**config.mk**
```make
export PLATFORM = sky130hd
export DESIGN_NAME = mpd_ctrl
export DESIGN_NICKNAME = d
export VERILOG_FILES = /design/src/design/mpd_pkg.sv /design/src/design/mpd_ctrl.sv
export SDC_FILE = /design/constraint.sdc
export NUM_CORES = 1
export LEC_CHECK = 0
export ABC_AREA = 1
export BUFFER_PORTS_ARGS = -buffer_cell sky130_fd_sc_hd__clkbuf_2
export CAP_MARGIN = 5
export CORE_UTILIZATION = 45
export DETAILED_ROUTE_END_ITERATION = 8
export PLACE_DENSITY = 0.66
export SETUP_SLACK_MARGIN = 0.4
export SYNTH_ARGS = -nofsm -noshare
export SYNTH_HDL_FRONTEND = slang
export SYNTH_SLANG_ARGS = --single-unit
```
**constraint.sdc**
```tcl
create_clock -name clk -period 7.8 [get_ports clk]
set_clock_uncertainty 0.15 [all_clocks]
set_input_delay 0 -clock clk [delete_from_list [all_inputs] [get_ports clk]]
set_output_delay 0 -clock clk [all_outputs]
set_load 0.05 [all_outputs]
```
**src/design/mpd_pkg.sv**
```systemverilog
// Package for the max-pooling downsampler: beat payload types, the
// decoded control struct passed between stages, and register constants.
// No dependencies.
package mpd_pkg;

    localparam int PIX_W  = 8;
    localparam int CFG_W  = 12;

    // Configuration register indexes.
    localparam logic REG_POOL_MODE   = 1'b0;
    localparam logic REG_IMAGE_WIDTH = 1'b1;

    // Configuration reset values.
    localparam logic             POOL_MODE_RESET   = 1'b1;
    localparam logic [CFG_W-1:0] IMAGE_WIDTH_RESET = 12'd1280;

    typedef struct packed {
        logic [PIX_W-1:0] pixel;
        logic             frame_start;
    } pix_in_t;

    typedef struct packed {
        logic [PIX_W-1:0] pooled_value;
        logic             row_end;
    } pool_out_t;

    // Position of one accepted pixel within its pooling block.
    typedef struct packed {
        logic frame_start;
        logic in_block;
        logic col_first;
        logic col_last;
        logic phase_first;
        logic phase_last;
        logic row_end;
    } ctrl_t;

endpackage

```
**src/design/mpd_ctrl.sv**
```systemverilog
// Column and row-phase counters of the max-pooling downsampler, with the
// decode of each accepted pixel's position in its block. Uses mpd_pkg.
module mpd_ctrl #(
    parameter int MAX_WIDTH = 2048
) (
    input  logic                               clk,
    input  logic                               rst_n,
    input  logic                               accept,
    input  logic                               frame_start,
    input  logic                               pool_mode,
    input  logic [mpd_pkg::CFG_W-1:0]          image_width,
    output mpd_pkg::ctrl_t                     ctrl,
    output logic [$clog2(MAX_WIDTH/2)-1:0]     idx
);

    localparam int AW   = $clog2(MAX_WIDTH / 2);
    localparam int CW   = $clog2(MAX_WIDTH);
    localparam int WW   = $clog2(MAX_WIDTH + 1);
    localparam int CMPW = (WW > mpd_pkg::CFG_W) ? WW : mpd_pkg::CFG_W;

    logic [CW-1:0]   col_reg, col_next;
    logic [1:0]      row_phase_reg, row_phase_next;

    logic [CMPW-1:0] width_ext, w_eff, blocks, col_inc, ocol_ext;
    logic [CW-1:0]   col_eff, ocol;
    logic [1:0]      xin, bmask, phase;
    logic            wrap;

    always_comb
    begin
        width_ext = CMPW'(image_width);
        if (width_ext > CMPW'(MAX_WIDTH))
            w_eff = CMPW'(MAX_WIDTH);
        else if (width_ext == '0)
            w_eff = CMPW'(1);
        else
            w_eff = width_ext;

        col_eff = frame_start ? '0 : col_reg;
        bmask   = pool_mode ? 2'b11 : 2'b01;
        blocks  = pool_mode ? (w_eff >> 2) : (w_eff >> 1);
        ocol    = pool_mode ? (col_eff >> 2) : (col_eff >> 1);
        xin     = col_eff[1:0] & bmask;
        phase   = (frame_start ? 2'b00 : row_phase_reg) & bmask;

        ocol_ext = CMPW'(ocol);
        ctrl.frame_start = frame_start;
        ctrl.in_block    = ocol_ext < blocks;
        ctrl.row_end     = ocol_ext == (blocks - CMPW'(1));
        ctrl.col_first   = xin == 2'b00;
        ctrl.col_last    = xin == bmask;
        ctrl.phase_first = phase == 2'b00;
        ctrl.phase_last  = phase == bmask;
        idx = ocol[AW-1:0];

        // A column at or past the width ends the row, even after a width change.
        col_inc = CMPW'(col_eff) + CMPW'(1);
        wrap    = col_inc >= w_eff;
        if (wrap)
        begin
            col_next       = '0;
            row_phase_next = (phase + 2'b01) & bmask;
        end
        else
        begin
            col_next       = col_inc[CW-1:0];
            row_phase_next = phase;
        end
    end

    always_ff @(posedge clk or negedge rst_n)
    begin
        if (!rst_n)
        begin
            col_reg       <= '0;
            row_phase_reg <= '0;
        end
        else if (accept)
        begin
            col_reg       <= col_next;
            row_phase_reg <= row_phase_next;
        end
    end

    a_col_in_range: assert property (@(posedge clk) disable iff (!rst_n)
        CMPW'(col_reg) < CMPW'(MAX_WIDTH))
        else $error("column counter beyond maximum width");

    a_frame_restart: assert property (@(posedge clk) disable iff (!rst_n)
        (accept && frame_start) |=> (col_reg <= CW'(1)))
        else $error("frame start did not restart the column counter");

endmodule

```
### Word level (Yosys, flattened, before mapping)

Index checks and enable logic that the tools add are counted.

* bits in registers: 13
* input port bits: 17
* output and inout port bits: 17

* add/sub/neg operators: 3
* magnitude comparators: 3
* equality and inequality tests: 3
* muxes and demuxes: 9
* bitwise logic cells: 3
* reduce and logical (&&, ||, !) cells: 3

Operators with widths (count)
* $mux W11: 3
* $mux W12: 2
* $add A11 B1 Y12 const B: 1
* $eq A10 B12 Y1: 1
* $ge A12 B12 Y1: 1
* $gt A12 B12 Y1 const B: 1
* $logic_not A12 Y1: 1
* $sub A11 B1 Y12 const B: 1
* $lt A10 B11 Y1: 1
* $mux W10: 1
* $and A2 B2 Y2: 3
* $mux W2: 3
* $eq A2 B2 Y1: 2
* $logic_not A2 Y1: 2
* $add A2 B1 Y2 const B: 1

### Logic depth before layout (Yosys ltp)

* depth after elaboration: 6
* depth in mapped cells: 20

### Worst setup path before layout

No wires, ideal clock.

* path type: register to output
* from: register col_reg[4]
* to: output ctrl[5] in the netlist's numbering
* data arrival time: 3.701 ns
* setup slack: 3.949 ns
* stages on the path, launching flop included: 9
* path through: dfrtp_1 > inv_1 > nor2_1 > inv_1 > o21ai_0 > ha_1 > a21oi_1 > o21ai_0 > a221oi_1

RTL lines
* start, declared: RTL line mpd_ctrl.sv:21 `logic [CW-1:0] col_reg, col_next;`
* start signal, assigned: RTL line mpd_ctrl.sv:80 `col_reg <= col_next;`
* end, declared: RTL line mpd_ctrl.sv:12 `output mpd_pkg::ctrl_t ctrl,`

### Final worst setup path

* from: register col_reg[0]
* to: register col_reg[7]

* word-level cells in the longest chain between the ends: 4

Ends and longest elaborated chain
* $mux W11 *: RTL line mpd_ctrl.sv:39 `col_eff = frame_start ? '0 : col_reg;`
* $add A11 B1 Y12 *: RTL line mpd_ctrl.sv:57 `col_inc = CMPW'(col_eff) + CMPW'(1);`
* $ge A12 B12 Y1: RTL line mpd_ctrl.sv:58 `wrap = col_inc >= w_eff;`
* $mux W11 *: RTL line mpd_ctrl.sv:59 `if (wrap)`

Every way passes the cells marked *; elsewhere a longest branch is shown, timed or not.
A chain may end at the register's enable or synchronous reset.

==> impl_metrics.csv <==
group,metric,value,unit
worst_setup_path,crit_arrival,3.25,ns
worst_setup_path,path_depth,18,
die,core_area,4720,sq um
die,io_pins,34,
detailed_routing,vias,2392,
grt,overflow,0,
logic_synthesis,avgSynthCellArea,5.75,sq um
placement,hpwl,4.56,mm
worst_setup_path,reg2reg_from,"col_reg[0]$_DFFE_PN0P_",
clock_tree,htree_levels,1,
job,max-cap-violations,0,
worst_setup_path,crit_slowest_cell,"dfrtp_1",
die,die_height,71.9,um
cells_and_area,final_util,51.6,%
clock_tree,cts_made_buffers,3,
worst_setup_path,r2r_end,"col_reg[7]$_DFFE_PN0P_",
cells_and_area,final_nets,452,
sta,finalCriticalPeriod,3.28,ns
grt,antenna_found_initial,0,
worst_setup_path,critical-path-top-delay-family,"simple AND/OR/NAND/NOR gates",
power,ir_drop,0.0894,mV
clock_tree,root_buffer,"clkbuf_8",
clock_tree,clockBufferDepth,2,
worst_setup_path,r2r_setup_slack,4.52,ns
outcome,status,"complete, no violations",
grt,grt_pass1_vias,2172,
worst_setup_path,cp_data_required_time,7.77,ns
logic_synthesis,yosysWarnings,0,
worst_setup_path,cp_num_buf_inv,3,
grt,grt_max_degree,29,
detailed_routing,drt-vias-per-instance,5.03,
worst_setup_path,setup.worst_path.start,"col_reg[0]$_DFFE_PN0P_",
detailed_routing,ant_nets,0,
grt,grt_pass1_wl,9.73,mm
sta,tightest_slew,0.644,ns
cells_and_area,fin_area,2440,sq um
power,p_leak,1.37,nW
logic_synthesis,yosysSeqAreaShare,14.8,%
cells_and_area,drive_gt1_share,12.7,%
worst_setup_path,crit_path_start_kind,"flip-flop",
detailed_routing,drt_iter0_markers,99,
logic_synthesis,synth_cells,383,
worst_setup_path,cp-endpoint,"col_reg[7]$_DFFE_PN0P_",
sta,fin_setup_tns,0,ns
detailed_routing,avgRoutedWirePerCell,11.6,um
worst_setup_path,cp_max_fo,10,
grt,grt_use_total,23.6,%
die,die-area,5170,sq um
worst_setup_path,critPathCaptureType,"flip-flop",
sta,final_hold_viol_count,0,
worst_setup_path,critical_path_class,"flip-flop to flip-flop",
clock_tree,post_cts_resized,0,
worst_setup_path,path_cells,"inv_1 -> nor2_1 -> ha_1 -> nand2_1 -> nor2_1 -> nand2_1 -> nor2_1 -> nand3_1 -> o21ai_0 -> inv_1 -> ha_1 -> nand2_1 -> nor2_1 -> nand3_1 -> nand3_1 -> clkinv_1 -> nand3_1 -> o21ai_0",
logic_synthesis,synth-seq-cells,13,
placement,postPlaceCellArea,2380,sq um
sta,drv_slew,0,
logic_synthesis,syn_area,2200,sq um
worst_hold_path,hold_class,"primary input to asynchronous set/reset pin",
worst_setup_path,max_stage_delay,0.32,ns
worst_setup_path,r2r_cells,18,
cells_and_area,antennaDiodeCount,0,
placement,portBuffers,33,
cells_and_area,largest_reg_flops,11,
cells_and_area,areaGrowthSynthToFinish,10.7,%
clock_tree,cts_tree,"done",
detailed_routing,first_pass_iters,5,
clock_tree,clk_latency,0.25,ns
die,initial_core_util,46.6,%
die,rows,25,
die,dieWidth,71.9,um
clock_tree,numClockSinks,13,
detailed_routing,route.detailed.drc,0,
sta,fmax,305,MHz
detailed_routing,wirelength,5.51,mm
power,power.density,111,nW/um^2
sta,max_slew_margin,56.8,%
sta,grt_setup_unrepaired,"no",
placement,place.gp.congestion,0.877,
logic_synthesis,synth_fp_nets,425,
sta,post-route-period-util,42.1,%
clock_tree,clkTransAtPathRegs,0.05,ns
sta,setup-violations-final,0,
logic_synthesis,ys_types,28,
-- cells in the mapped netlist --
cell type | number | area (sq um)
nand2_1 | 119 | 447
inv_1 | 47 | 176
nand3_1 | 46 | 230
nor2_1 | 35 | 131
o21ai_0 | 29 | 145
ha_1 | 25 | 313
a21oi_1 | 15 | 75.1
dfrtp_1 | 13 | 325
nand2_2 | 7 | 43.8
xor2_1 | 7 | 61.3
nor2_2 | 5 | 31.3
nor3_1 | 5 | 25.0
xnor2_1 | 5 | 43.8
buf_2 | 4 | 20.0
buf_4 | 3 | 22.5
clkbuf_1 | 3 | 11.3
clkinv_1 | 2 | 7.51
inv_2 | 2 | 7.51
nand4_1 | 2 | 12.5
a221oi_1 | 1 | 8.76
a31o_2 | 1 | 8.76
buf_1 | 1 | 3.75
buf_6 | 1 | 11.3
nand2_4 | 1 | 11.3
nor4_1 | 1 | 6.26
o211ai_1 | 1 | 7.51
o31ai_1 | 1 | 7.51
or2_0 | 1 | 6.26
-- layout by cell type, fill, tap and decap left out, types with 13 or more instances in the layout --
cell type / netlist / final
nand2_1: 119 / 119
inv_1: 47 / 47
nand3_1: 46 / 46
nor2_1: 35 / 35
clkbuf_2: 0 / 33
o21ai_0: 29 / 29
ha_1: 25 / 25
a21oi_1: 15 / 15
dfrtp_1: 13 / 13
-- where the power goes --
| group | internal [W] | leakage (nW) | switching [W] |
|---|---|---|---|
| combinational | 0.0000405 | 1.17 | 0.0000961 |
| clock | 0.0000361 | 0.0228 | 0.0000238 |
| sequential | 0.0000722 | 0.177 | 0.00000203 |
-- repair_timing --
action | in CTS | in global routing
endpoints found under the hold margin | 13 | 0
buffers inserted | 0 | 0
hold buffers | 1 | 0
-- metal layers --
layer / part of all wire [%] / up-vias / wire, um / GRT usage (%)
met2: 45 / 46 / 2500 / 38.9
li1: - / 1285 / - / -
met3: 3.8 / 7 / 209 / 3.89
met4: 1.1 / 0 / 63 / 5.45
met1: 50 / 1054 / 2750 / 32.3
met5: 0 / - / 0 / 0
-- how the worst min path moves through the flow --
stage	start	to	slack, ns	cells after the start
2_1_floorplan	rst_n	col_reg[0]$_DFFE_PN0P_	-0.45	0
3_5_place_dp	rst_n	col_reg[0]$_DFFE_PN0P_	-0.24	1
3_3_place_gp	rst_n	col_reg[0]$_DFFE_PN0P_	-0.24	1
6_report	rst_n	col_reg[5]$_DFFE_PN0P_	0.03	2
4_1_cts	rst_n	col_reg[5]$_DFFE_PN0P_	0.03	2
5_1_grt	rst_n	col_reg[1]$_DFFE_PN0P_	0.07	2
-- cells by family after synthesis --
| family | synth area share [%] |
|---|---|
| adders and majority gates | 14.2 |
| DFF | 14.8 |
| AOI/OAI and AO/OA | 11.5 |
| buffers and inverters | 11.8 |
| xor gates and xnor gates | 4.78 |
| and+or+nand+nor | 42.9 |
-- per-stage QoR --
stage | hold slack [ns] | worst slack (ns) | power (W) | std cells
after detailed placement | -0.240 | 4.55 | 0.000211 | 471
after global placement | -0.235 | 4.67 | 0.000209 | 471
after global routing | 0.0704 | 4.24 | 0.000296 | 476
after CTS | 0.0346 | 4.53 | 0.000273 | 476
after floorplan | -0.446 | 3.95 | 0.000181 | 383
final | 0.0280 | 4.52 | 0.000271 | 476
-- area by class of cell --
cell class,count,area (sq um)
clock buffer,4,45.0
fill,516,2290
timing repair buffer,34,175
sequential,13,325
multi-input combinational,307,1620
inverter,51,191
tap,67,83.8
-- worst register-to-register path, stage by stage, from the launching register on --
cell and delay, ns:
dfrtp_1 0.32, inv_1 0.05, nor2_1 0.18, ha_1 0.24, nand2_1 0.08, nor2_1 0.14, nand2_1 0.09, nor2_1 0.19
nand3_1 0.12, o21ai_0 0.18, inv_1 0.10, ha_1 0.28, nand2_1 0.05, nor2_1 0.16, nand3_1 0.10, nand3_1 0.21
clkinv_1 0.30, nand3_1 0.16, o21ai_0 0.08
Note: power is estimated with default switching activity, not from simulation.
